`config.mk`:
```
export PLATFORM = sky130hd
export DESIGN_NAME = lass_seq_flat
export DESIGN_NICKNAME = d
export VERILOG_FILES = /design/src/design/lass_pkg.sv /design/src/design/lass_if.sv /design/src/design/lass_seq.sv /design/src/flat_wrapper.sv
export SDC_FILE = /design/constraint.sdc
export NUM_CORES = 1
export LEC_CHECK = 0
export BUFFER_PORTS_ARGS = -buffer_cell sky130_fd_sc_hd__buf_2
export CORE_AREA = 2 2 131 133
export DETAILED_ROUTE_END_ITERATION = 8
export DIE_AREA = 0 0 133 135
export PLACE_DENSITY = 0.85
export RECOVER_POWER = 25
export SLEW_MARGIN = 20
export SYNTH_ARGS = -nofsm -noshare
export SYNTH_HDL_FRONTEND = slang
export SYNTH_SLANG_ARGS = --single-unit
```
`constraint.sdc`:
```
create_clock -name clk -period 5.2 [get_ports clk]
set_input_delay 0 -clock clk [delete_from_list [all_inputs] [get_ports clk]]
set_output_delay 0 -clock clk [all_outputs]
set_load 0.01 [all_outputs]
```
`src/design/lass_pkg.sv`:
```
// ----------------------------------------------------------------------------
// LED attack/sustain sequencer package
// Shared types, item kind codes and sequence slot codes.
// ----------------------------------------------------------------------------
package lass_pkg;

    // Default depth of one stored sequence
    localparam int MAX_EVENTS_DEF = 16;

    // Width of an event count field
    localparam int CNT_W = 5;

    typedef logic [2:0]       kind_t;
    typedef logic [7:0]       level_t;
    typedef logic [15:0]      frames_t;
    typedef logic [CNT_W-1:0] count_t;
    typedef logic [3:0]       index_t;
    typedef logic [1:0]       slot_t;

    // One colour event as held in the slot and active stores
    typedef struct packed {
        level_t  red;
        level_t  green;
        level_t  blue;
        frames_t length;
    } entry_t;

    // Item kinds
    localparam kind_t KIND_TICK    = 3'd0;
    localparam kind_t KIND_TRIGGER = 3'd1;
    localparam kind_t KIND_EVENT   = 3'd2;
    localparam kind_t KIND_HEADER  = 3'd3;
    localparam kind_t KIND_GAMMA   = 3'd4;

    // Edge and phase codes; a slot is {edge, phase}
    localparam logic EDGE_FALL     = 1'b0;
    localparam logic EDGE_RISE     = 1'b1;
    localparam logic PHASE_ATTACK  = 1'b0;
    localparam logic PHASE_SUSTAIN = 1'b1;

    // Fall sustain doubles as the blank off sequence
    localparam slot_t SLOT_BLANK = {EDGE_FALL, PHASE_SUSTAIN};

endpackage

```
`src/design/lass_if.sv`:
```
// ----------------------------------------------------------------------------
// LED attack/sustain sequencer channel interfaces
// Valid/ready channels for items, results and the gamma enable register.
// ----------------------------------------------------------------------------
interface lass_item_if;
    import lass_pkg::*;

    logic    valid;
    logic    ready;
    kind_t   kind;
    logic    edge_req;
    logic    phase;
    index_t  event_index;
    level_t  red;
    level_t  green;
    level_t  blue;
    frames_t frame_count;
    count_t  event_count;
    logic    loop_flag;
    level_t  gamma_index;
    level_t  gamma_value;

    modport source (
        output valid, kind, edge_req, phase, event_index, red, green, blue,
               frame_count, event_count, loop_flag, gamma_index, gamma_value,
        input  ready
    );

    modport sink (
        input  valid, kind, edge_req, phase, event_index, red, green, blue,
               frame_count, event_count, loop_flag, gamma_index, gamma_value,
        output ready
    );
endinterface

interface lass_res_if;
    import lass_pkg::*;

    logic    valid;
    logic    ready;
    level_t  out_red;
    level_t  out_green;
    level_t  out_blue;
    logic    current_edge;
    logic    current_phase;
    index_t  event_position;
    frames_t frames_remaining;
    logic    is_blank;

    modport source (
        output valid, out_red, out_green, out_blue, current_edge, current_phase,
               event_position, frames_remaining, is_blank,
        input  ready
    );

    modport sink (
        input  valid, out_red, out_green, out_blue, current_edge, current_phase,
               event_position, frames_remaining, is_blank,
        output ready
    );
endinterface

interface lass_cfg_if;
    logic valid;
    logic ready;
    logic gamma_enable;

    modport source (
        output valid, gamma_enable,
        input  ready
    );

    modport sink (
        input  valid, gamma_enable,
        output ready
    );
endinterface

```
`src/design/lass_seq.sv`:
```
// ----------------------------------------------------------------------------
// LED attack/sustain sequencer control
// Item decode, play state, sequence copy and gamma lookup sequencer.
// ----------------------------------------------------------------------------
module lass_seq #(
    parameter int MAX_EVENTS = lass_pkg::MAX_EVENTS_DEF,
    localparam int EV_W      = (MAX_EVENTS > 1) ? $clog2(MAX_EVENTS) : 1
) (
    input  logic                 clk,
    input  logic                 rst_n,
    lass_item_if.sink            item,
    lass_res_if.source           result,
    lass_cfg_if.sink             cfg,
    // slot store
    output logic                 slot_we,
    output logic [EV_W+1:0]      slot_waddr,
    output lass_pkg::entry_t     slot_wdata,
    output logic [EV_W+1:0]      slot_raddr,
    input  lass_pkg::entry_t     slot_rdata,
    // active store
    output logic                 act_we,
    output logic [EV_W-1:0]      act_waddr,
    output lass_pkg::entry_t     act_wdata,
    output logic [EV_W-1:0]      act_raddr,
    input  lass_pkg::entry_t     act_rdata,
    // gamma table
    output logic                 gamma_we,
    output lass_pkg::level_t     gamma_waddr,
    output lass_pkg::level_t     gamma_wdata,
    output lass_pkg::level_t     gamma_raddr,
    input  lass_pkg::level_t     gamma_rdata
);

    import lass_pkg::*;

    localparam int CP_W  = EV_W + 1;
    localparam int CMP_W = (CP_W > CNT_W) ? CP_W : CNT_W;

    localparam logic [2:0] ST_IDLE   = 3'd0;
    localparam logic [2:0] ST_COPY   = 3'd1;
    localparam logic [2:0] ST_READ   = 3'd2;
    localparam logic [2:0] ST_COLOUR = 3'd3;
    localparam logic [2:0] ST_GAMMA  = 3'd4;
    localparam logic [2:0] ST_OUT    = 3'd5;

    localparam logic [1:0] LANE_RED   = 2'd0;
    localparam logic [1:0] LANE_GREEN = 2'd1;
    localparam logic [1:0] LANE_BLUE  = 2'd2;
    localparam logic [1:0] LANE_DONE  = 2'd3;

    // Frames left after the first frame of an event; zero counts as one
    function automatic frames_t first_frames(input frames_t len);
        first_frames = (len == '0) ? '0 : len - frames_t'(1);
    endfunction

    logic [2:0]      state_reg, state_next;
    logic [CP_W-1:0] copy_cnt_reg, copy_cnt_next;
    logic [1:0]      lane_reg, lane_next;
    slot_t           slot_sel_reg, slot_sel_next;
    logic            reload_reg, reload_next;

    count_t          slot_cnt_reg [4];
    count_t          slot_cnt_next [4];
    logic [3:0]      slot_loop_reg, slot_loop_next;
    logic            slot_zero_reg, slot_zero_next;

    logic            act_zero_reg, act_zero_next;
    count_t          act_cnt_reg, act_cnt_next;
    logic            act_loop_reg, act_loop_next;
    logic            play_edge_reg, play_edge_next;
    logic            play_phase_reg, play_phase_next;
    logic [EV_W-1:0] ptr_reg, ptr_next;
    frames_t         frame_reg, frame_next;
    logic            pend_valid_reg, pend_valid_next;
    logic            pend_edge_reg, pend_edge_next;
    logic            blank_reg, blank_next;
    logic            gamma_en_reg, gamma_en_next;

    entry_t          raw_reg, raw_next;
    level_t          red_reg, red_next;
    level_t          green_reg, green_next;
    level_t          blue_reg, blue_next;

    logic            item_fire;
    slot_t           item_slot;
    logic            idx_ok;
    count_t          hdr_count;
    logic [CP_W-1:0] ptr_inc;
    logic            wrap;
    logic            copy_last;
    entry_t          copy_entry;
    entry_t          act_entry;
    logic            start_now;
    slot_t           start_slot;
    logic            blank_now;

    // Handshakes
    assign item.ready   = (state_reg == ST_IDLE);
    assign item_fire    = item.valid && item.ready;
    assign cfg.ready    = 1'b1;
    assign result.valid = (state_reg == ST_OUT);

    // Item decode
    assign item_slot = {item.edge_req, item.phase};
    assign idx_ok    = (CMP_W'(item.event_index) < CMP_W'(MAX_EVENTS));
    assign hdr_count = (CMP_W'(item.event_count) > CMP_W'(MAX_EVENTS)) ?
                       count_t'(MAX_EVENTS) : item.event_count;

    // Event step compare
    assign ptr_inc = CP_W'(ptr_reg) + CP_W'(1);
    assign wrap    = (CMP_W'(ptr_inc) >= CMP_W'(act_cnt_reg)) ||
                     (ptr_inc >= CP_W'(MAX_EVENTS));

    // Copy pipeline: each entry is written to the active store in the cycle after its slot read
    assign copy_last  = (copy_cnt_reg == CP_W'(MAX_EVENTS));
    assign copy_entry = ((copy_cnt_reg == CP_W'(1)) && (slot_sel_reg == SLOT_BLANK) &&
                         slot_zero_reg) ? '0 : slot_rdata;
    assign act_entry  = ((ptr_reg == '0) && act_zero_reg) ? '0 : act_rdata;

    // Store addressing
    assign slot_waddr  = {item_slot, EV_W'(item.event_index)};
    assign slot_wdata  = '{red: item.red, green: item.green, blue: item.blue,
                           length: item.frame_count};
    assign slot_raddr  = {slot_sel_reg, EV_W'(copy_cnt_reg)};
    assign act_waddr   = EV_W'(copy_cnt_reg - CP_W'(1));
    assign act_wdata   = copy_entry;
    assign act_raddr   = ptr_reg;
    assign gamma_waddr = item.gamma_index;
    assign gamma_wdata = item.gamma_value;

    // Gamma lookup address, one colour component a cycle
    always_comb
    begin
        unique case (lane_reg)
            LANE_RED:   gamma_raddr = raw_reg.red;
            LANE_GREEN: gamma_raddr = raw_reg.green;
            default:    gamma_raddr = raw_reg.blue;
        endcase
    end

    // Sequencer
    always_comb
    begin
        state_next      = state_reg;
        copy_cnt_next   = copy_cnt_reg;
        lane_next       = lane_reg;
        slot_sel_next   = slot_sel_reg;
        reload_next     = reload_reg;
        slot_cnt_next   = slot_cnt_reg;
        slot_loop_next  = slot_loop_reg;
        slot_zero_next  = slot_zero_reg;
        act_zero_next   = act_zero_reg;
        act_cnt_next    = act_cnt_reg;
        act_loop_next   = act_loop_reg;
        play_edge_next  = play_edge_reg;
        play_phase_next = play_phase_reg;
        ptr_next        = ptr_reg;
        frame_next      = frame_reg;
        pend_valid_next = pend_valid_reg;
        pend_edge_next  = pend_edge_reg;
        blank_next      = blank_reg;
        raw_next        = raw_reg;
        red_next        = red_reg;
        green_next      = green_reg;
        blue_next       = blue_reg;
        slot_we         = 1'b0;
        act_we          = 1'b0;
        gamma_we        = 1'b0;
        start_now       = 1'b0;
        start_slot      = slot_sel_reg;
        blank_now       = 1'b0;

        unique case (state_reg)
            ST_IDLE:
            begin
                if (item_fire)
                begin
                    state_next  = ST_READ;
                    reload_next = 1'b0;
                    unique case (item.kind)
                        KIND_TICK:
                        begin
                            if (pend_valid_reg)
                            begin
                                // start the latched edge's attack sequence
                                start_now      = 1'b1;
                                start_slot     = {pend_edge_reg, PHASE_ATTACK};
                                play_edge_next = pend_edge_reg;
                            end
                            else if (frame_reg == '0)
                            begin
                                if (act_cnt_reg == '0)
                                begin
                                    blank_now = 1'b1;
                                end
                                else if (wrap)
                                begin
                                    if (act_loop_reg)
                                    begin
                                        ptr_next    = '0;
                                        reload_next = 1'b1;
                                    end
                                    else
                                    begin
                                        // fall through to sustain
                                        start_now  = 1'b1;
                                        start_slot = {play_edge_reg, PHASE_SUSTAIN};
                                    end
                                end
                                else
                                begin
                                    ptr_next    = EV_W'(ptr_inc);
                                    reload_next = 1'b1;
                                end
                            end
                            else
                            begin
                                frame_next = frame_reg - frames_t'(1);
                            end
                        end
                        KIND_TRIGGER:
                        begin
                            pend_valid_next = 1'b1;
                            pend_edge_next  = item.edge_req;
                        end
                        KIND_EVENT:
                        begin
                            if (idx_ok)
                            begin
                                slot_we = 1'b1;
                                if ((item_slot == SLOT_BLANK) && (item.event_index == '0))
                                begin
                                    slot_zero_next = 1'b0;
                                end
                            end
                        end
                        KIND_HEADER:
                        begin
                            slot_cnt_next[item_slot]  = hdr_count;
                            slot_loop_next[item_slot] = item.loop_flag;
                        end
                        KIND_GAMMA:
                        begin
                            gamma_we = 1'b1;
                        end
                        default:
                        begin
                            state_next = ST_READ;
                        end
                    endcase
                end
            end
            ST_COPY:
            begin
                if (copy_cnt_reg != '0)
                begin
                    act_we = 1'b1;
                end
                if (copy_last)
                begin
                    state_next      = ST_READ;
                    reload_next     = 1'b1;
                    ptr_next        = '0;
                    act_cnt_next    = slot_cnt_reg[slot_sel_reg];
                    act_loop_next   = slot_loop_reg[slot_sel_reg];
                    play_edge_next  = slot_sel_reg[1];
                    play_phase_next = slot_sel_reg[0];
                    blank_next      = 1'b0;
                    act_zero_next   = 1'b0;
                end
                else
                begin
                    copy_cnt_next = copy_cnt_reg + CP_W'(1);
                end
            end
            ST_READ:
            begin
                state_next = ST_COLOUR;
            end
            ST_COLOUR:
            begin
                // pick up the current event and reload the frame count on a step
                if (reload_reg)
                begin
                    frame_next = first_frames(act_entry.length);
                end
                raw_next = act_entry;
                if (gamma_en_reg)
                begin
                    lane_next  = LANE_RED;
                    state_next = ST_GAMMA;
                end
                else
                begin
                    red_next   = act_entry.red;
                    green_next = act_entry.green;
                    blue_next  = act_entry.blue;
                    state_next = ST_OUT;
                end
            end
            ST_GAMMA:
            begin
                lane_next = lane_reg + 2'd1;
                unique case (lane_reg)
                    LANE_RED:
                    begin
                    end
                    LANE_GREEN:
                    begin
                        red_next = gamma_rdata;
                    end
                    LANE_BLUE:
                    begin
                        green_next = gamma_rdata;
                    end
                    LANE_DONE:
                    begin
                        blue_next  = gamma_rdata;
                        state_next = ST_OUT;
                    end
                endcase
            end
            ST_OUT:
            begin
                if (result.ready)
                begin
                    state_next = ST_IDLE;
                end
            end
            default:
            begin
                state_next = ST_IDLE;
            end
        endcase

        // Begin a sequence copy, or blank when the target is empty
        if (start_now)
        begin
            pend_valid_next = 1'b0;
            pend_edge_next  = 1'b0;
            if (slot_cnt_reg[start_slot] == '0)
            begin
                blank_now = 1'b1;
            end
            else
            begin
                slot_sel_next = start_slot;
                copy_cnt_next = '0;
                state_next    = ST_COPY;
            end
        end

        // Blank: fall sustain becomes one black looping event and plays
        if (blank_now)
        begin
            slot_cnt_next[SLOT_BLANK]  = count_t'(1);
            slot_loop_next[SLOT_BLANK] = 1'b1;
            slot_zero_next  = 1'b1;
            pend_valid_next = 1'b0;
            pend_edge_next  = 1'b0;
            play_edge_next  = EDGE_FALL;
            play_phase_next = PHASE_SUSTAIN;
            act_zero_next   = 1'b1;
            act_cnt_next    = count_t'(1);
            act_loop_next   = 1'b1;
            ptr_next        = '0;
            frame_next      = '0;
            blank_next      = 1'b1;
            reload_next     = 1'b0;
            state_next      = ST_READ;
        end
    end

    // Gamma enable register
    assign gamma_en_next = cfg.valid ? cfg.gamma_enable : gamma_en_reg;

    // Control and play state
    always_ff @(posedge clk or negedge rst_n)
    begin
        if (!rst_n)
        begin
            state_reg      <= ST_IDLE;
            copy_cnt_reg   <= '0;
            lane_reg       <= LANE_RED;
            slot_sel_reg   <= SLOT_BLANK;
            reload_reg     <= 1'b0;
            for (int i = 0; i < 4; i++)
            begin
                slot_cnt_reg[i]  <= (slot_t'(i) == SLOT_BLANK) ? count_t'(1) : '0;
                slot_loop_reg[i] <= (slot_t'(i) == SLOT_BLANK);
            end
            slot_zero_reg  <= 1'b1;
            act_zero_reg   <= 1'b1;
            act_cnt_reg    <= count_t'(1);
            act_loop_reg   <= 1'b1;
            play_edge_reg  <= EDGE_FALL;
            play_phase_reg <= PHASE_SUSTAIN;
            ptr_reg        <= '0;
            frame_reg      <= '0;
            pend_valid_reg <= 1'b0;
            pend_edge_reg  <= 1'b0;
            blank_reg      <= 1'b1;
            gamma_en_reg   <= 1'b0;
        end
        else
        begin
            state_reg      <= state_next;
            copy_cnt_reg   <= copy_cnt_next;
            lane_reg       <= lane_next;
            slot_sel_reg   <= slot_sel_next;
            reload_reg     <= reload_next;
            slot_cnt_reg   <= slot_cnt_next;
            slot_loop_reg  <= slot_loop_next;
            slot_zero_reg  <= slot_zero_next;
            act_zero_reg   <= act_zero_next;
            act_cnt_reg    <= act_cnt_next;
            act_loop_reg   <= act_loop_next;
            play_edge_reg  <= play_edge_next;
            play_phase_reg <= play_phase_next;
            ptr_reg        <= ptr_next;
            frame_reg      <= frame_next;
            pend_valid_reg <= pend_valid_next;
            pend_edge_reg  <= pend_edge_next;
            blank_reg      <= blank_next;
            gamma_en_reg   <= gamma_en_next;
        end
    end

    // Colour payload
    always_ff @(posedge clk)
    begin
        raw_reg   <= raw_next;
        red_reg   <= red_next;
        green_reg <= green_next;
        blue_reg  <= blue_next;
    end

    // Result transfer
    assign result.out_red          = red_reg;
    assign result.out_green        = green_reg;
    assign result.out_blue         = blue_reg;
    assign result.current_edge     = play_edge_reg;
    assign result.current_phase    = play_phase_reg;
    assign result.event_position   = index_t'(ptr_reg);
    assign result.frames_remaining = frame_reg;
    assign result.is_blank         = blank_reg;

endmodule

```
`src/flat_wrapper.sv`:
```
// flat-port wrapper written by rule: the top's interface ports become plain ports
module lass_seq_flat import lass_pkg::*;
#(
    parameter int MAX_EVENTS = lass_pkg::MAX_EVENTS_DEF,
    localparam int EV_W      = (MAX_EVENTS > 1) ? $clog2(MAX_EVENTS) : 1
)
  (clk, rst_n, slot_we, slot_waddr, slot_wdata, slot_raddr, slot_rdata, act_we, act_waddr, act_wdata, act_raddr, act_rdata, gamma_we, gamma_waddr, gamma_wdata, gamma_raddr, gamma_rdata, item_valid, item_kind, item_edge_req, item_phase, item_event_index, item_red, item_green, item_blue, item_frame_count, item_event_count, item_loop_flag, item_gamma_index, item_gamma_value, item_ready, result_valid, result_out_red, result_out_green, result_out_blue, result_current_edge, result_current_phase, result_event_position, result_frames_remaining, result_is_blank, result_ready, cfg_valid, cfg_gamma_enable, cfg_ready);
  lass_item_if item_i ();
  lass_res_if result_i ();
  lass_cfg_if cfg_i ();
  input  logic clk;
  input  logic rst_n;
  output logic slot_we;
  output logic [EV_W+1:0] slot_waddr;
  output lass_pkg::entry_t slot_wdata;
  output logic [EV_W+1:0] slot_raddr;
  input  lass_pkg::entry_t slot_rdata;
  output logic act_we;
  output logic [EV_W-1:0] act_waddr;
  output lass_pkg::entry_t act_wdata;
  output logic [EV_W-1:0] act_raddr;
  input  lass_pkg::entry_t act_rdata;
  output logic gamma_we;
  output lass_pkg::level_t gamma_waddr;
  output lass_pkg::level_t gamma_wdata;
  output lass_pkg::level_t gamma_raddr;
  input  lass_pkg::level_t gamma_rdata;
  input wire logic [$bits(item_i.valid)-1:0] item_valid;
  input wire logic [$bits(item_i.kind)-1:0] item_kind;
  input wire logic [$bits(item_i.edge_req)-1:0] item_edge_req;
  input wire logic [$bits(item_i.phase)-1:0] item_phase;
  input wire logic [$bits(item_i.event_index)-1:0] item_event_index;
  input wire logic [$bits(item_i.red)-1:0] item_red;
  input wire logic [$bits(item_i.green)-1:0] item_green;
  input wire logic [$bits(item_i.blue)-1:0] item_blue;
  input wire logic [$bits(item_i.frame_count)-1:0] item_frame_count;
  input wire logic [$bits(item_i.event_count)-1:0] item_event_count;
  input wire logic [$bits(item_i.loop_flag)-1:0] item_loop_flag;
  input wire logic [$bits(item_i.gamma_index)-1:0] item_gamma_index;
  input wire logic [$bits(item_i.gamma_value)-1:0] item_gamma_value;
  output wire logic [$bits(item_i.ready)-1:0] item_ready;
  output wire logic [$bits(result_i.valid)-1:0] result_valid;
  output wire logic [$bits(result_i.out_red)-1:0] result_out_red;
  output wire logic [$bits(result_i.out_green)-1:0] result_out_green;
  output wire logic [$bits(result_i.out_blue)-1:0] result_out_blue;
  output wire logic [$bits(result_i.current_edge)-1:0] result_current_edge;
  output wire logic [$bits(result_i.current_phase)-1:0] result_current_phase;
  output wire logic [$bits(result_i.event_position)-1:0] result_event_position;
  output wire logic [$bits(result_i.frames_remaining)-1:0] result_frames_remaining;
  output wire logic [$bits(result_i.is_blank)-1:0] result_is_blank;
  input wire logic [$bits(result_i.ready)-1:0] result_ready;
  input wire logic [$bits(cfg_i.valid)-1:0] cfg_valid;
  input wire logic [$bits(cfg_i.gamma_enable)-1:0] cfg_gamma_enable;
  output wire logic [$bits(cfg_i.ready)-1:0] cfg_ready;
  assign item_i.valid = item_valid;
  assign item_i.kind = item_kind;
  assign item_i.edge_req = item_edge_req;
  assign item_i.phase = item_phase;
  assign item_i.event_index = item_event_index;
  assign item_i.red = item_red;
  assign item_i.green = item_green;
  assign item_i.blue = item_blue;
  assign item_i.frame_count = item_frame_count;
  assign item_i.event_count = item_event_count;
  assign item_i.loop_flag = item_loop_flag;
  assign item_i.gamma_index = item_gamma_index;
  assign item_i.gamma_value = item_gamma_value;
  assign item_ready = item_i.ready;
  assign result_valid = result_i.valid;
  assign result_out_red = result_i.out_red;
  assign result_out_green = result_i.out_green;
  assign result_out_blue = result_i.out_blue;
  assign result_current_edge = result_i.current_edge;
  assign result_current_phase = result_i.current_phase;
  assign result_event_position = result_i.event_position;
  assign result_frames_remaining = result_i.frames_remaining;
  assign result_is_blank = result_i.is_blank;
  assign result_i.ready = result_ready;
  assign cfg_i.valid = cfg_valid;
  assign cfg_i.gamma_enable = cfg_gamma_enable;
  assign cfg_ready = cfg_i.ready;
  lass_seq #(.MAX_EVENTS(MAX_EVENTS)) u_core (.clk(clk), .rst_n(rst_n), .item(item_i), .result(result_i), .cfg(cfg_i), .slot_we(slot_we), .slot_waddr(slot_waddr), .slot_wdata(slot_wdata), .slot_raddr(slot_raddr), .slot_rdata(slot_rdata), .act_we(act_we), .act_waddr(act_waddr), .act_wdata(act_wdata), .act_raddr(act_raddr), .act_rdata(act_rdata), .gamma_we(gamma_we), .gamma_waddr(gamma_waddr), .gamma_wdata(gamma_wdata), .gamma_raddr(gamma_raddr), .gamma_rdata(gamma_rdata));
endmodule
```
### After elaboration in Yosys (flattened, before gate mapping)

Cells that the tools add are included.

* flip-flop bits (word level): 118
* input port bits: 165
* output and inout port bits: 177

* add/subtract/negate cells: 6
* bitwise operators: 4
* equality and inequality tests: 31
* order comparisons: 10
* reduce and logical (&&, ||, !) cells: 45
* muxes and demuxes: 143

Operators by type and width (number)
* $mux W16: 7
* $mux W40: 2
* $mux W5: 14
* $mux W1: 66
* $pmux W8 S2: 4
* $mux W8: 6
* $mux W15: 3
* $mux W4: 9
* $logic_not A16 Y1: 2
* $pmux W16 S2: 1
* $sub A16 B1 Y16 const B: 2
* $mux W2: 12
* $mux W3: 7
* $ne A3 B3 Y1 const B: 7
* $reduce_and A3 Y1: 7
* $bmux W5 S2: 2
* $bwmux W20: 1
* $pmux W3 S6: 1
* $reduce_bool A2 Y1: 8
* $reduce_bool A3 Y1: 5
* $eq A3 B2 Y1 const B: 4
* $demux W5 S2: 1
* $logic_not A5 Y1: 2
* $eq A3 B3 Y1 const B: 3
* 39 further kinds: 63

### Logic depth before layout (Yosys ltp)

Gate-level depths: netlist (run 1).

* depth in word-level cells: 19
* depth in mapped cells: 14
* gate-level depth less buffers: 12

### Worst setup path before layout (run 1)

OpenSTA, ideal clock, no wires.

* kind: flip-flop to flip-flop
* start point: reg u_core.frame_reg[9] (netlist: u_core.result.frames_remaining[9])
* end point: reg u_core.state_reg[0]
* path buffers: 1
* data required time: 5.071 ns
* stages on the path, launching flop included: 10
* data arrival time: 3.228 ns
* slack: 1.843 ns
* cells stage by stage: dfrtp_1 > or4_4 > or4_4 > or3_4 > o31ai_4 > mux2i_1 > mux2i_2 > nor2b_4 > buf_6 > a2111o_1

* word-level cells in the longest chain between the ends: 14
* elaborated cells between the ends (all ways): 26
* classes of those cells: 23 x mux; 1 x bitwise; 2 x reduce/logical

RTL lines
* start: declaration: line lass_seq.sv:73 `frames_t frame_reg, frame_next;`
* start signal: assignment: line lass_seq.sv:421 `frame_reg <= frame_next;`
* $logic_not A16 Y1 *: line lass_seq.sv:190 `else if (frame_reg == '0)`
* $mux W2: line lass_seq.sv:190
* $mux W2: line lass_seq.sv:183 `if (pend_valid_reg)`
* $mux W2: line lass_seq.sv:180 `unique case (item.kind)`
* $mux W2: line lass_seq.sv:176 `if (item_fire)`
* $mux W2: line lass_seq.sv:173 `unique case (state_reg)`
* $not A2 Y3 (not written as such): line lass_seq.sv:341 `if (slot_cnt_reg[start_slot] == '0)`
* $bmux W5 S2: line lass_seq.sv:341
* $mux W5 (not written as such) (2 in series): line lass_seq.sv:341
* $logic_not A5 Y1: line lass_seq.sv:341
* $mux W3 or $mux W1 (tied branches): line lass_seq.sv:341
* $mux W3 or $mux W1 (tied branches): line lass_seq.sv:337 `if (start_now)`
* $mux W3 *: line lass_seq.sv:354 `if (blank_now)`
* via u_core.state_next[0]: line lass_seq.sv:56 `logic [2:0] state_reg, state_next;`
* end signal: assignment: line lass_seq.sv:407 `state_reg <= state_next;`
* end: declaration: line lass_seq.sv:56

The timed path passes the listed nets; every way through them passes the cells marked *. The select of a mux whose other input is x is not followed.
A chain may end at the register's enable or synchronous reset.

### Worst setup path after layout (run 1)

* start point: reg u_core.frame_reg[0] (netlist: u_core.result.frames_remaining[0])
* end point: reg u_core.frame_reg[15] (netlist: u_core.result.frames_remaining[15])

* word-level cells in the longest chain between the ends: 15
* elaborated cells between the ends (all ways): 37
* classes of those cells: 1 x add/sub; 5 x eq/ne; 26 x mux; 1 x bitwise; 4 x reduce/logical

RTL lines (line)
* $logic_not A16 Y1: lass_seq.sv:190
* $mux W2: lass_seq.sv:190
* $mux W2: lass_seq.sv:183
* $mux W2: lass_seq.sv:180
* $mux W2: lass_seq.sv:176
* $mux W2: lass_seq.sv:173
* $not A2 Y3 (not written as such): lass_seq.sv:341
* $bmux W5 S2: lass_seq.sv:341
* $mux W5 (not written as such) (2 in series): lass_seq.sv:341
* $logic_not A5 Y1: lass_seq.sv:341
* $mux W1: lass_seq.sv:341
* $mux W1: lass_seq.sv:337
* $ne A3 B3 Y1 (no line), or another cell as far along
* $reduce_and A6 Y1 (no line)

Several ways; a longest one is shown, not always the timed one. The select of a mux whose other input is x is not followed.

==> results.cfg, run 1 <==
[sta]
max_freq_ghz = 0.255
hold_viol = 0
final-max-slew-violation-count = 71
crit_share_post_route_pct = 75.4
grt_setup_unrepaired = false
slew_headroom_pct = -161
worst_pin_slew_ns = 3.91
final.setup_skew_ns = 0.0132
min_tclk_post_route_ns = 3.92
setup_viol = 0
post-route-worst-setup-slack_ns = 1.28
tns_ns = 0

[power]
total_power_w = 0.00451
irDropWorstVdd_mv = 0.393
cellLeakagePower_nw = 4.11
powerDensity_nw_per_um2 = 486

[clocking]
tritoncts = yes
cts_repair_resized_insts = 0
tritoncts_num_sinks = 118
ctsRootBufferMaster = sky130_fd_sc_hd__clkbuf_16
numCtsBuffers = 17
cts_max_path_buffers = 2
clock_slew_seen_by_the_registers_of_the_worst_setup_and_hold_paths_ns = 0.06
worst_skew_pair.late_latency_ns = 0.43
cts_h_tree_depth = 4

[routing]
wl_um = 23700
detail_route.first_pass.iterations = 5
count_of_antenna_violating_nets_left_after_detailed_routing = 0
avgRoutedWirePerCell_um = 18.6
route.detailed.drc = 0
dr_total_vias = 7087
per_cell_via_count_in_the_routed_design = 5.58
detailedRoute.firstIterationViolations = 658

[worst_setup_path]
cp_max_fo = 16
timing.critical_path.required_ns = 5.53
worstPathArrival_ns = 4.25
worst_setup_path_start_kind = flip-flop
setup.worst_path.class = reg2reg
critPathCaptureType = flip-flop

[global_routing]
global_route_wire_length_before_repair_um = 36400
track_usage_pct = 26.1
via_count_of_the_first_global_routing_pass = 6725
antenna_violations_before_repair = 1
grt_overflow_total = 0
grt_max_degree = 71

[outcome]
violations = max-capacitance violations, max-slew violations
result_of_the_run = finished with violations

[floorplanning]
floorplan.rows = 47
core_region_area_um2 = 16400
effective_utilization_at_floorplan_pct = 45.9
fp.dieW_um = 133
die_height_um = 135
num_io_pins = 342
floorplan.die_area_um2 = 18000

[placed_design]
place_congestion = 0.890
portBuffers = 228
hpwlAfterDp_um = 16600
worst_case_setup_slack_after_placement_ns = 1.32
placed_cells = 1192

[synthesis]
synth-edff-count = 48
netlist_area_um2 = 7540
synthMuxAreaShare_pct = 4.25
synthDistinctLibCells = 72
synth_simple_gate_area_share_pct = 24.6
yosysSeqAreaShare_pct = 42.5
avgSynthCellArea_um2 = 8.90
synth-compound-area-share_pct = 13.3
synthesis.instances = 847
ys_flop_type = sky130_fd_sc_hd__dfrtp_1
postSynthNetCount = 1029
yosys_register_bits = 118
synth-xor-area-share_pct = 1.86
async_reset_ff_share_pct = 59.3
largest_family_of_logic_cells_by_synthesized_area = simple AND/OR/NAND/NOR gates
yosys.area_share.adder_pct = 2.82
yosys_warnings = 0

[run]
timing.max_cap.violations = 1

[cells_and_area]
finish.cell_count_without_fillers = 1271
drive_gt1_share_pct = 26.5
layout.cells.most_common_list = sky130_fd_sc_hd__buf_2 (192), sky130_fd_sc_hd__nand2_1 (148), sky130_fd_sc_hd__dfrtp_1 (62), sky130_fd_sc_hd__nor2_1 (53)
nets = 1220
most_frequent_standard_cell_in_the_layout_excluding_fill_and_tap_cells = sky130_fd_sc_hd__buf_2
largest_register_ff_count = 24
nFillCells = 1393
antenna_cells_inserted = 0
syn2layout_area_growth_pct = 23.2

[worst_hold_path]
hold_path.class = in2out
## metal layers
metal,global-route usage [%],share of wire [%],up-vias
li1,-,-,3270
met5,0,0,-
met3,9.27,9.5,85
met4,12.9,4.5,0
met1,31.7,39,3352
met2,41.3,47,380
## cells by family (layout without fill, tap and decap cells)
group                      Yosys count  in the layout
buffers and inverters              137            341
other                                1              1
AOI/OAI and AO/OA                  162            162
DFF                                118            118
and+or+nand+nor                    373            373
xor gates and xnor gates            16             16
muxes                               23             23
adders and majority gates           17             17
## metrics by stage
| step | area, um^2 | hold slack [ns] | utilization, % |
|---|---|---|---|
| finish | 9290 | 0.00000366 | 56.6 |
| global placement | 8320 | 0.0000686 | 50.7 |
| detailed placement | 8320 | 0.0000686 | 50.7 |
| floorplan | 7540 | -0.296 | - |
| global route | 9290 | 0.0000151 | 56.6 |
| CTS | 9340 | 0.0000686 | 56.9 |
## critical path, stage by stage, from the launching register on
cell and delay, ns:
sky130_fd_sc_hd__dfrtp_1 0.44, sky130_fd_sc_hd__inv_1 0.08, sky130_fd_sc_hd__ha_1 0.18, sky130_fd_sc_hd__nor3b_1 0.48, sky130_fd_sc_hd__nand3_1 0.35, sky130_fd_sc_hd__or3_4 0.50
sky130_fd_sc_hd__o31ai_4 0.30, sky130_fd_sc_hd__mux2_4 0.34, sky130_fd_sc_hd__a22oi_2 0.19, sky130_fd_sc_hd__buf_4 0.22, sky130_fd_sc_hd__nand2_1 0.24, sky130_fd_sc_hd__buf_4 0.31
sky130_fd_sc_hd__o211ai_1 0.20
## final cells by class
| class | instances | area, um^2 | share of cell area, % |
|---|---|---|---|
| flip-flops and latches | 118 | 3200 | 34.5 |
| repair buffers | 287 | 1650 | 17.8 |
| well taps | 220 | 275 | 2.96 |
| multi-input cells | 592 | 3530 | 38.0 |
| clock buffers | 20 | 437 | 4.70 |
| clock inverters | 12 | 105 | 1.13 |
| inverters | 22 | 82.6 | 0.889 |
## repair_timing
item                                    CTS  global route
hold buffers                             47             0
setup buffers                             0             0
endpoints found under the hold margin   137             0
endpoints found under the setup margin    0             0
## synth_stat cells, types with 3 or more instances
master                     instances  share of area [%]
sky130_fd_sc_hd__nand2_1         148                7.4
sky130_fd_sc_hd__buf_4            71                7.1
sky130_fd_sc_hd__dfrtp_1          62                 21
sky130_fd_sc_hd__nor2_1           53                2.6
sky130_fd_sc_hd__edfxtp_1         48                 19
sky130_fd_sc_hd__o21ai_0          48                3.2
sky130_fd_sc_hd__nor2b_1          44                3.7
sky130_fd_sc_hd__a21oi_1          34                2.3
sky130_fd_sc_hd__clkbuf_1         34                1.7
sky130_fd_sc_hd__and2_1           27                2.2
sky130_fd_sc_hd__nand3_1          23                1.5
sky130_fd_sc_hd__inv_1            22                1.1
sky130_fd_sc_hd__nor3_1           21                1.4
sky130_fd_sc_hd__a22oi_1          20                2.0
sky130_fd_sc_hd__ha_1             17                2.8
sky130_fd_sc_hd__o21ai_1          12               0.80
sky130_fd_sc_hd__mux2i_1          10                1.3
sky130_fd_sc_hd__nand4_1          10               0.83
sky130_fd_sc_hd__xor2_1           10                1.2
sky130_fd_sc_hd__o22ai_1           9               0.75
sky130_fd_sc_hd__dfstp_2           8                2.8
sky130_fd_sc_hd__a31oi_1           7               0.58
sky130_fd_sc_hd__mux4_2            6                1.8
sky130_fd_sc_hd__or2_2             6               0.50
sky130_fd_sc_hd__xnor2_1           6               0.70
sky130_fd_sc_hd__mux2_2            5               0.75
sky130_fd_sc_hd__nor4_1            5               0.42
sky130_fd_sc_hd__or3_1             5               0.42
sky130_fd_sc_hd__buf_1             4               0.20
sky130_fd_sc_hd__o21a_1            4               0.40
sky130_fd_sc_hd__or4_2             4               0.46
sky130_fd_sc_hd__a211oi_1          3               0.30
sky130_fd_sc_hd__buf_2             3               0.20
sky130_fd_sc_hd__nand2b_1          3               0.25
sky130_fd_sc_hd__nor3b_1           3               0.30
sky130_fd_sc_hd__o31ai_1           3               0.30
sky130_fd_sc_hd__o41ai_1           3               0.35
## path summary, 6_finish.rpt
| check | start | endpoint | slack [ns] | cells past startpoint |
|---|---|---|---|---|
| setup / recovery | u_core.result.frames_remaining[0]$_DFFE_PN0P_ | u_core.result.frames_remaining[15]$_DFFE_PN0P_ | 1.28 | 12 |
| hold / removal | item_blue[1] | slot_wdata[17] | 0.000004 | 0 |
| setup reg to reg | u_core.result.frames_remaining[0]$_DFFE_PN0P_ | u_core.result.frames_remaining[15]$_DFFE_PN0P_ | 1.28 | 12 |
| hold reg to reg | u_core.slot_loop_reg[0]$_DFFE_PN0P_ | u_core.slot_loop_reg[0]$_DFFE_PN0P_ | 0.51 | 1 |
| max in group asynchronous | rst_n | u_core.lane_reg[1]$_DFFE_PN0P_ | 1.42 | 3 |
| min in group asynchronous | rst_n | u_core.slot_cnt_reg[2]$_DFFE_PN0P_ | 1.55 | 3 |
## report_power, final
| part | switching, W | internal, W | total, W |
|---|---|---|---|
| Combinational | 0.00112 | 0.000717 | 0.00184 |
| Sequential | 0.000280 | 0.00131 | 0.00159 |
| Clock | 0.000431 | 0.000653 | 0.00108 |
(Power assumes the default switching activity.)
==> run 2: changes to the inputs <==
--- a/config.mk
+++ b/config.mk
@@ -5,11 +5,12 @@
 export SDC_FILE = /design/constraint.sdc
 export NUM_CORES = 1
 export LEC_CHECK = 0
+export ABC_AREA = 1
 export BUFFER_PORTS_ARGS = -buffer_cell sky130_fd_sc_hd__buf_2
-export CORE_AREA = 2 2 131 133
+export CORE_AREA = 2 2 134 136
 export DETAILED_ROUTE_END_ITERATION = 8
-export DIE_AREA = 0 0 133 135
-export PLACE_DENSITY = 0.85
+export DIE_AREA = 0 0 136 138
+export PLACE_DENSITY = 0.83
 export RECOVER_POWER = 25
 export SLEW_MARGIN = 20
 export SYNTH_ARGS = -nofsm -noshare
==> constraint.sdc (replaced) <==
create_clock -name clk -period 3.77 [get_ports clk]
set_input_delay 0 -clock clk [delete_from_list [all_inputs] [get_ports clk]]
set_output_delay 0 -clock clk [all_outputs]
set_load 0.01 [all_outputs]
==> results.cfg, run 2 <==
[synthesis]
synthesis.instances = 1016
yosys.cell_count.top_type = sky130_fd_sc_hd__nand2_1
netlist_area_um2 = 7650
postSynthNetCount = 1198
synth_area_leaders = sky130_fd_sc_hd__dfrtp_1 (20%), sky130_fd_sc_hd__edfxtp_1 (19%), sky130_fd_sc_hd__nand2_1 (12%)
avgSynthCellArea_um2 = 7.53
synthDominantAreaCellType = sky130_fd_sc_hd__dfrtp_1
yosysSeqAreaShare_pct = 41.8
yosys_register_bits = 118
yosysTopAreaCellShare_pct = 20.3
ys_flop_type = sky130_fd_sc_hd__dfrtp_1
synthDistinctLibCells = 53
async_reset_ff_share_pct = 59.3
netlist_top_cells_count = sky130_fd_sc_hd__nand2_1 (254), sky130_fd_sc_hd__nor2_1 (149), sky130_fd_sc_hd__inv_1 (139)
yosys_warnings = 0
synth-edff-count = 48

[sta]
crit_share_post_route_pct = 80.4
setup_viol = 0
max_freq_ghz = 0.330
slew_headroom_pct = 2.77
hold_viol = 0
min_tclk_post_route_ns = 3.03
tns_ns = 0
final-max-slew-violation-count = 0
final.setup_skew_ns = 0.00987
worst_pin_slew_ns = 1.46
grt_setup_unrepaired = false

[clocking]
tritoncts = yes
post_cts_setup_inserts = 0
worst_skew_pair.late_latency_ns = 0.42
tritoncts_num_sinks = 118
numCtsBuffers = 17
clock_slew_seen_by_the_registers_of_the_worst_setup_and_hold_paths_ns = 0.06
cts_h_tree_depth = 4
ctsRootBufferMaster = sky130_fd_sc_hd__clkbuf_16
cts_max_path_buffers = 2

[global_routing]
grt_overflow_total = 0
track_usage_pct = 24.9
via_count_of_the_first_global_routing_pass = 7385
antenna_violations_before_repair = 0
grt_max_degree = 41
global_route_wire_length_before_repair_um = 36800

[placed_design]
dpl_cell_area_um2 = 8550
portBuffers = 228
place_congestion = 0.896
hpwlAfterDp_um = 17100

[routing]
count_of_antenna_violating_nets_left_after_detailed_routing = 0
dr_total_vias = 7477
per_cell_via_count_in_the_routed_design = 5.08
detail_route.first_pass.iterations = 7
avgRoutedWirePerCell_um = 16.0
wl_um = 23500
route.detailed.drc = 0
detailedRoute.firstIterationViolations = 440

[cells_and_area]
antenna_cells_inserted = 0
drive_gt1_share_pct = 25.2
largest_register_ff_count = 24
finish.instance_area_um2 = 9550
nets = 1413
most_frequent_standard_cell_in_the_layout_excluding_fill_and_tap_cells = sky130_fd_sc_hd__nand2_1
syn2layout_area_growth_pct = 24.8
layout.cells.most_common_list = sky130_fd_sc_hd__nand2_1 (254), sky130_fd_sc_hd__buf_2 (219), sky130_fd_sc_hd__nor2_1 (148), sky130_fd_sc_hd__inv_1 (139), sky130_fd_sc_hd__dfrtp_1 (62)

[power]
cellLeakagePower_nw = 5.03
irDropWorstVdd_mv = 0.366
powerDensity_nw_per_um2 = 742

[worst_setup_path]
critPathCaptureType = flip-flop
worst_setup_path_start_kind = flip-flop
critical_path.cell_chain = ha_1 > nand2_1 > nor2_1 > ha_1 > nand2_1 > nor2_1 > nand2_1 > nand3_1 > nand2_1 > inv_1 > nand3_1 > nand2_1 > nand2_1 > nand2_1 > nand3_2 > nand3_2 > nand3_2 > nand2_4 > inv_2 > nand2_1 > nand2_1
cp_max_fo = 24
crit_slowest_cell = sky130_fd_sc_hd__dfrtp_1
setup.worst_path.class = reg2reg
timing.critical_path.required_ns = 4.08
cp_common_cell = sky130_fd_sc_hd__nand2_1
cpPeakStageDelay_ns = 0.45
worstPathArrival_ns = 3.34

[floorplanning]
num_io_pins = 342
floorplan.die_area_um2 = 18800
floorplan.rows = 49
fp.dieW_um = 136
effective_utilization_at_floorplan_pct = 43.7
die_height_um = 138
core_region_area_um2 = 17500

[run]
timing.max_cap.violations = 0

[outcome]
result_of_the_run = completed

[worst_hold_path]
hold_path.class = in2out
run 2: cell count changes in the layout (fill, tap and decap cells not counted), moves of 15 or more:
cell	previous run	this run
sky130_fd_sc_hd__nor2b_1	44	0
sky130_fd_sc_hd__nand3_1	23	38
sky130_fd_sc_hd__buf_2	192	219
sky130_fd_sc_hd__clkbuf_1	40	10
sky130_fd_sc_hd__nand2_1	148	254
sky130_fd_sc_hd__and2_1	27	0
sky130_fd_sc_hd__inv_1	22	139
sky130_fd_sc_hd__nor2_1	53	148
sky130_fd_sc_hd__a21oi_1	34	17
run 2: path summary, 6_finish.rpt:
kind | startpoint | end | slack (ns) | cells after the start
min in group asynchronous | rst_n | u_core.slot_cnt_reg[9]$_DFFE_PN0P_ | 0.47 | 2
worst max-delay path | u_core.act_raddr[0]$_DFFE_PN0P_ | u_core.result.frames_remaining[5]$_DFFE_PN0P_ | 0.74 | 21
worst max register to register | u_core.act_raddr[0]$_DFFE_PN0P_ | u_core.result.frames_remaining[5]$_DFFE_PN0P_ | 0.74 | 21
worst min-delay path | item_blue[2] | slot_wdata[18] | 0.000004 | 0
worst min register to register | u_core.slot_loop_reg[2]$_DFFE_PN0P_ | u_core.slot_loop_reg[2]$_DFFE_PN0P_ | 0.49 | 2
max in group asynchronous | rst_n | u_core.act_raddr[2]$_DFFE_PN0P_ | 1.82 | 3
run 2: cell families after synthesis:
kind of cell,after synthesis,share of synthesized area (%)
and+or+nand+nor,500,27.8
buffers and inverters,239,15.5
xor gates and xnor gates,22,2.52
other,1,0.0490
AOI/OAI and AO/OA,118,9.37
muxes,1,0.147
adders and majority gates,17,2.78
DFF,118,41.8
run 2: cell type report:
cell class | instances | area [um^2]
Tap cell | 229 | 287
Inverter | 149 | 559
Multi-Input combinational cell | 659 | 3270
Fill cell | 1611 | 7980
Sequential cell | 118 | 3200
Clock inverter | 13 | 97.6
Clock buffer | 19 | 453
Timing Repair Buffer | 286 | 1680
run 2: worst max-delay path: cells and delay by family, from the launching register on:
kind,cells,cell delay [ns]
DFF,1,0.45
adders and majority gates,2,0.56
buffers and inverters,2,0.20
and+or+nand+nor,17,1.70
run 2: per-stage QoR:
| step | hold WS, ns | setup slack [ns] | util, % | cells | power (W) |
|---|---|---|---|---|---|
| 2_1_floorplan | -0.296 | 1.21 | - | 1016 | 0.00451 |
| 5_1_grt | 0.0000151 | 0.393 | 54.5 | 1473 | 0.00763 |
| 4_1_cts | 0.0000686 | 0.791 | 54.6 | 1473 | 0.00708 |
| 3_5_place_dp | 0.0000686 | 0.809 | 48.7 | 1394 | 0.00551 |
| 6_report | 0.00000443 | 0.739 | 54.5 | 1473 | 0.00709 |
| 3_3_place_gp | 0.0000686 | 0.903 | 48.7 | 1394 | 0.00542 |
run 2: where the power goes:
group	internal (W)	switching, W
logic	0.00117	0.00212
registers	0.00190	0.000397
clock network	0.000878	0.000614
total	0.00395	0.00313
run 2: layer usage:
metal / vias to the layer above / track usage (%) / share of wire (%)
met5: - / 0 / 0
met4: 0 / 8.88 / 2.3
met3: 47 / 7.85 / 8.3
met2: 310 / 41.5 / 48
met1: 3515 / 30.3 / 41
li1: 3605 / - / -
run 2: timing repair:
item | CTS | global route
hold buffers | 47 | 0
resized for setup | 0 | 0
endpoints found under the hold margin | 98 | 0
==> run 3: changes to the inputs <==
==> constraint.sdc (replaced) <==
create_clock -name clk -period 2.79 [get_ports clk]
set_input_delay 0 -clock clk [delete_from_list [all_inputs] [get_ports clk]]
set_output_delay 0 -clock clk [all_outputs]
set_load 0.01 [all_outputs]
==> results.cfg, run 3 (synthesized netlist as in run 2, its figures left out) <==
[global_routing]
grt_max_degree = 41
track_usage_pct = 24.3
global_route_wire_length_before_repair_um = 35800
antenna_violations_before_repair = 0
grt_overflow_total = 0
via_count_of_the_first_global_routing_pass = 7188

[floorplanning]
effective_utilization_at_floorplan_pct = 43.7
floorplan.die_area_um2 = 18800
die_height_um = 138
num_io_pins = 342
core_region_area_um2 = 17500
fp.dieW_um = 136
floorplan.rows = 49

[power]
cellLeakagePower_nw = 5.16
power.share.sequential_pct = 30.3
comb_power_share_pct = 48.8
powerDensity_nw_per_um2 = 1020
irDropWorstVdd_mv = 0.675
internal_power_w = 0.00574
clock_power_share_pct = 21.0
swShare_pct = 43.4
total_switching_power_w = 0.00441

[worst_setup_path]
crit_slowest_cell = sky130_fd_sc_hd__dfrtp_2
cp_max_fo = 5
top_delay_family_on_crit_path = simple AND/OR/NAND/NOR gates
worstPathArrival_ns = 3.09
setup.worst_path.class = reg2reg
buffer_and_inverter_count_on_the_worst_path = 2
critical_path.cell_chain = ha_4 > nand2_1 > nor2_2 > ha_1 > nand2_1 > nand2_1 > nor2_2 > nand3_2 > nand2_4 > inv_2 > nand3_4 > nand2_4 > nand2_4 > nand2_2 > nand3_4 > nand3_4 > nand3_4 > nand2_4 > buf_4 > nand2_1 > o21ai_2
worst-r2r-setup-slack_ns = 0.004
r2r-start = u_core.act_raddr[1]$_DFFE_PN0P_
r2r_cells = 21
cpPeakStageDelay_ns = 0.45
r2r-end = u_core.result.frames_remaining[0]$_DFFE_PN0P_
worst_setup_path_start_kind = flip-flop
timing.critical_path.required_ns = 3.10
critPathCaptureType = flip-flop

[cells_and_area]
finish.instance_area_um2 = 9970
syn2layout_area_growth_pct = 30.2
layout.cells.most_common_list = sky130_fd_sc_hd__nand2_1 (235), sky130_fd_sc_hd__buf_2 (224), sky130_fd_sc_hd__nor2_1 (146), sky130_fd_sc_hd__inv_1 (137), sky130_fd_sc_hd__dfrtp_1 (59)
most_frequent_standard_cell_in_the_layout_excluding_fill_and_tap_cells = sky130_fd_sc_hd__nand2_1
antenna_cells_inserted = 0
drive_gt1_share_pct = 29.3
largest_register_ff_count = 24
finish.cell_count_without_fillers = 1489
nets = 1429

[routing]
detailedRoute.firstIterationViolations = 602
dr_total_vias = 7650
route.detailed.drc = 0
per_cell_via_count_in_the_routed_design = 5.14
avgRoutedWirePerCell_um = 15.9
count_of_antenna_violating_nets_left_after_detailed_routing = 0
detail_route.first_pass.iterations = 6
wl_um = 23700

[outcome]
result_of_the_run = finished with violations
violations = max-capacitance violations, max-slew violations

[clocking]
tritoncts = yes
cts_max_path_buffers = 2
cts_h_tree_depth = 4
tritoncts_num_sinks = 118
ctsRootBufferMaster = sky130_fd_sc_hd__clkbuf_16
worst_skew_pair.late_latency_ns = 0.42
numCtsBuffers = 17
clock_slew_seen_by_the_registers_of_the_worst_setup_and_hold_paths_ns = 0.05

[worst_hold_path]
hold_path.class = in2out
hold_start = item_blue[2]
worstHoldEndpoint = slot_wdata[18]
timing.hold.worst_path_depth = 0

[sta]
hold_slack_ns = 0.00000443
crit_share_post_route_pct = 99.9
grt_setup_unrepaired = true
final.setup_skew_ns = 0.00652
final-max-slew-violation-count = 36
min_tclk_post_route_ns = 2.79
max_freq_ghz = 0.359
setup_viol = 0
hold_viol = 0
worst_pin_slew_ns = 2.01
slew_headroom_pct = -33.8

[placed_design]
dpl_cell_area_um2 = 8610
placed_cells = 1401
hpwlAfterDp_um = 17000
portBuffers = 228
place_congestion = 0.933

[run]
timing.max_cap.violations = 1
==> run 3: worst reg2reg max path: stages (launching register included) <==
cell,delay (ns)
sky130_fd_sc_hd__dfrtp_2,0.45
sky130_fd_sc_hd__ha_4,0.19
sky130_fd_sc_hd__nand2_1,0.08
sky130_fd_sc_hd__nor2_2,0.05
sky130_fd_sc_hd__ha_1,0.29
sky130_fd_sc_hd__nand2_1,0.08
sky130_fd_sc_hd__nand2_1,0.06
sky130_fd_sc_hd__nor2_2,0.13
sky130_fd_sc_hd__nand3_2,0.12
sky130_fd_sc_hd__nand2_4,0.11
sky130_fd_sc_hd__inv_2,0.05
sky130_fd_sc_hd__nand3_4,0.07
sky130_fd_sc_hd__nand2_4,0.09
sky130_fd_sc_hd__nand2_4,0.12
sky130_fd_sc_hd__nand2_2,0.07
sky130_fd_sc_hd__nand3_4,0.13
sky130_fd_sc_hd__nand3_4,0.10
sky130_fd_sc_hd__nand3_4,0.09
sky130_fd_sc_hd__nand2_4,0.10
sky130_fd_sc_hd__buf_4,0.17
sky130_fd_sc_hd__nand2_1,0.08
sky130_fd_sc_hd__o21ai_2,0.05
==> run 3: metrics by stage <==
step                      worst slack [ns]  setup TNS (ns)  util [%]  power (W)
after floorplan                      0.226               0         -    0.00610
after global placement               0.132               0      49.1    0.00743
after detailed placement            0.0271               0      49.1    0.00755
after CTS                           0.0115               0      55.1    0.00976
after global routing                -0.143           -3.15      56.8     0.0109
final                              0.00416               0      56.8     0.0102
==> run 3: per-layer routing <==
layer,vias up,global-route usage [%],routed length (um)
met4,0,8.83,524
li1,3632,-,-
met1,3594,30.6,9800
met5,-,0,0
met3,52,7.41,2070
met2,372,39.4,11300
==> run 3: repair_timing <==
| action | in CTS | in global routing |
|---|---|---|
| resized for setup | 0 | 59 |
| hold buffers | 47 | 0 |
| hold endpoints to repair | 135 | 0 |
| endpoints found under the setup margin | 0 | 47 |
| setup buffers | 0 | 8 |
==> run 3: worst max-delay path by stage <==
stage | from | endpoint | slack, ns | cells after the start
5_1_grt | u_core.act_raddr[1]$_DFFE_PN0P_ | u_core.result.frames_remaining[0]$_DFFE_PN0P_ | -0.14 | 20
3_5_place_dp | u_core.act_raddr[1]$_DFFE_PN0P_ | u_core.result.frames_remaining[9]$_DFFE_PN0P_ | 0.03 | 20
6_report | u_core.act_raddr[1]$_DFFE_PN0P_ | u_core.result.frames_remaining[0]$_DFFE_PN0P_ | 0.004 | 21
4_1_cts | u_core.act_raddr[1]$_DFFE_PN0P_ | u_core.result.frames_remaining[5]$_DFFE_PN0P_ | 0.01 | 20
2_1_floorplan | u_core.act_raddr[0]$_DFFE_PN0P_ | u_core.result.frames_remaining[11]$_DFFE_PN0P_ | 0.23 | 20
3_3_place_gp | u_core.act_raddr[1]$_DFFE_PN0P_ | u_core.result.frames_remaining[8]$_DFFE_PN0P_ | 0.13 | 21
==> run 3: power groups by stage <==
| stage | Combinational [W] | Clock, W | Sequential, W |
|---|---|---|---|
| final | 0.00495 | 0.00213 | 0.00307 |
| after global placement | 0.00438 | 0 | 0.00305 |
| after CTS | 0.00457 | 0.00215 | 0.00304 |
| after detailed placement | 0.00448 | 0 | 0.00307 |
| after floorplan | 0.00303 | 0 | 0.00307 |
| after global routing | 0.00551 | 0.00225 | 0.00314 |
==> run 3: layout make-up <==
cell class | instances | area (um^2)
clock buffers | 20 | 447
clock inverters | 12 | 130
fillers | 1504 | 7570
inverters | 149 | 562
multi-input cells | 660 | 3520
flip-flops and latches | 118 | 3210
well taps | 229 | 287
repair buffers | 301 | 1810
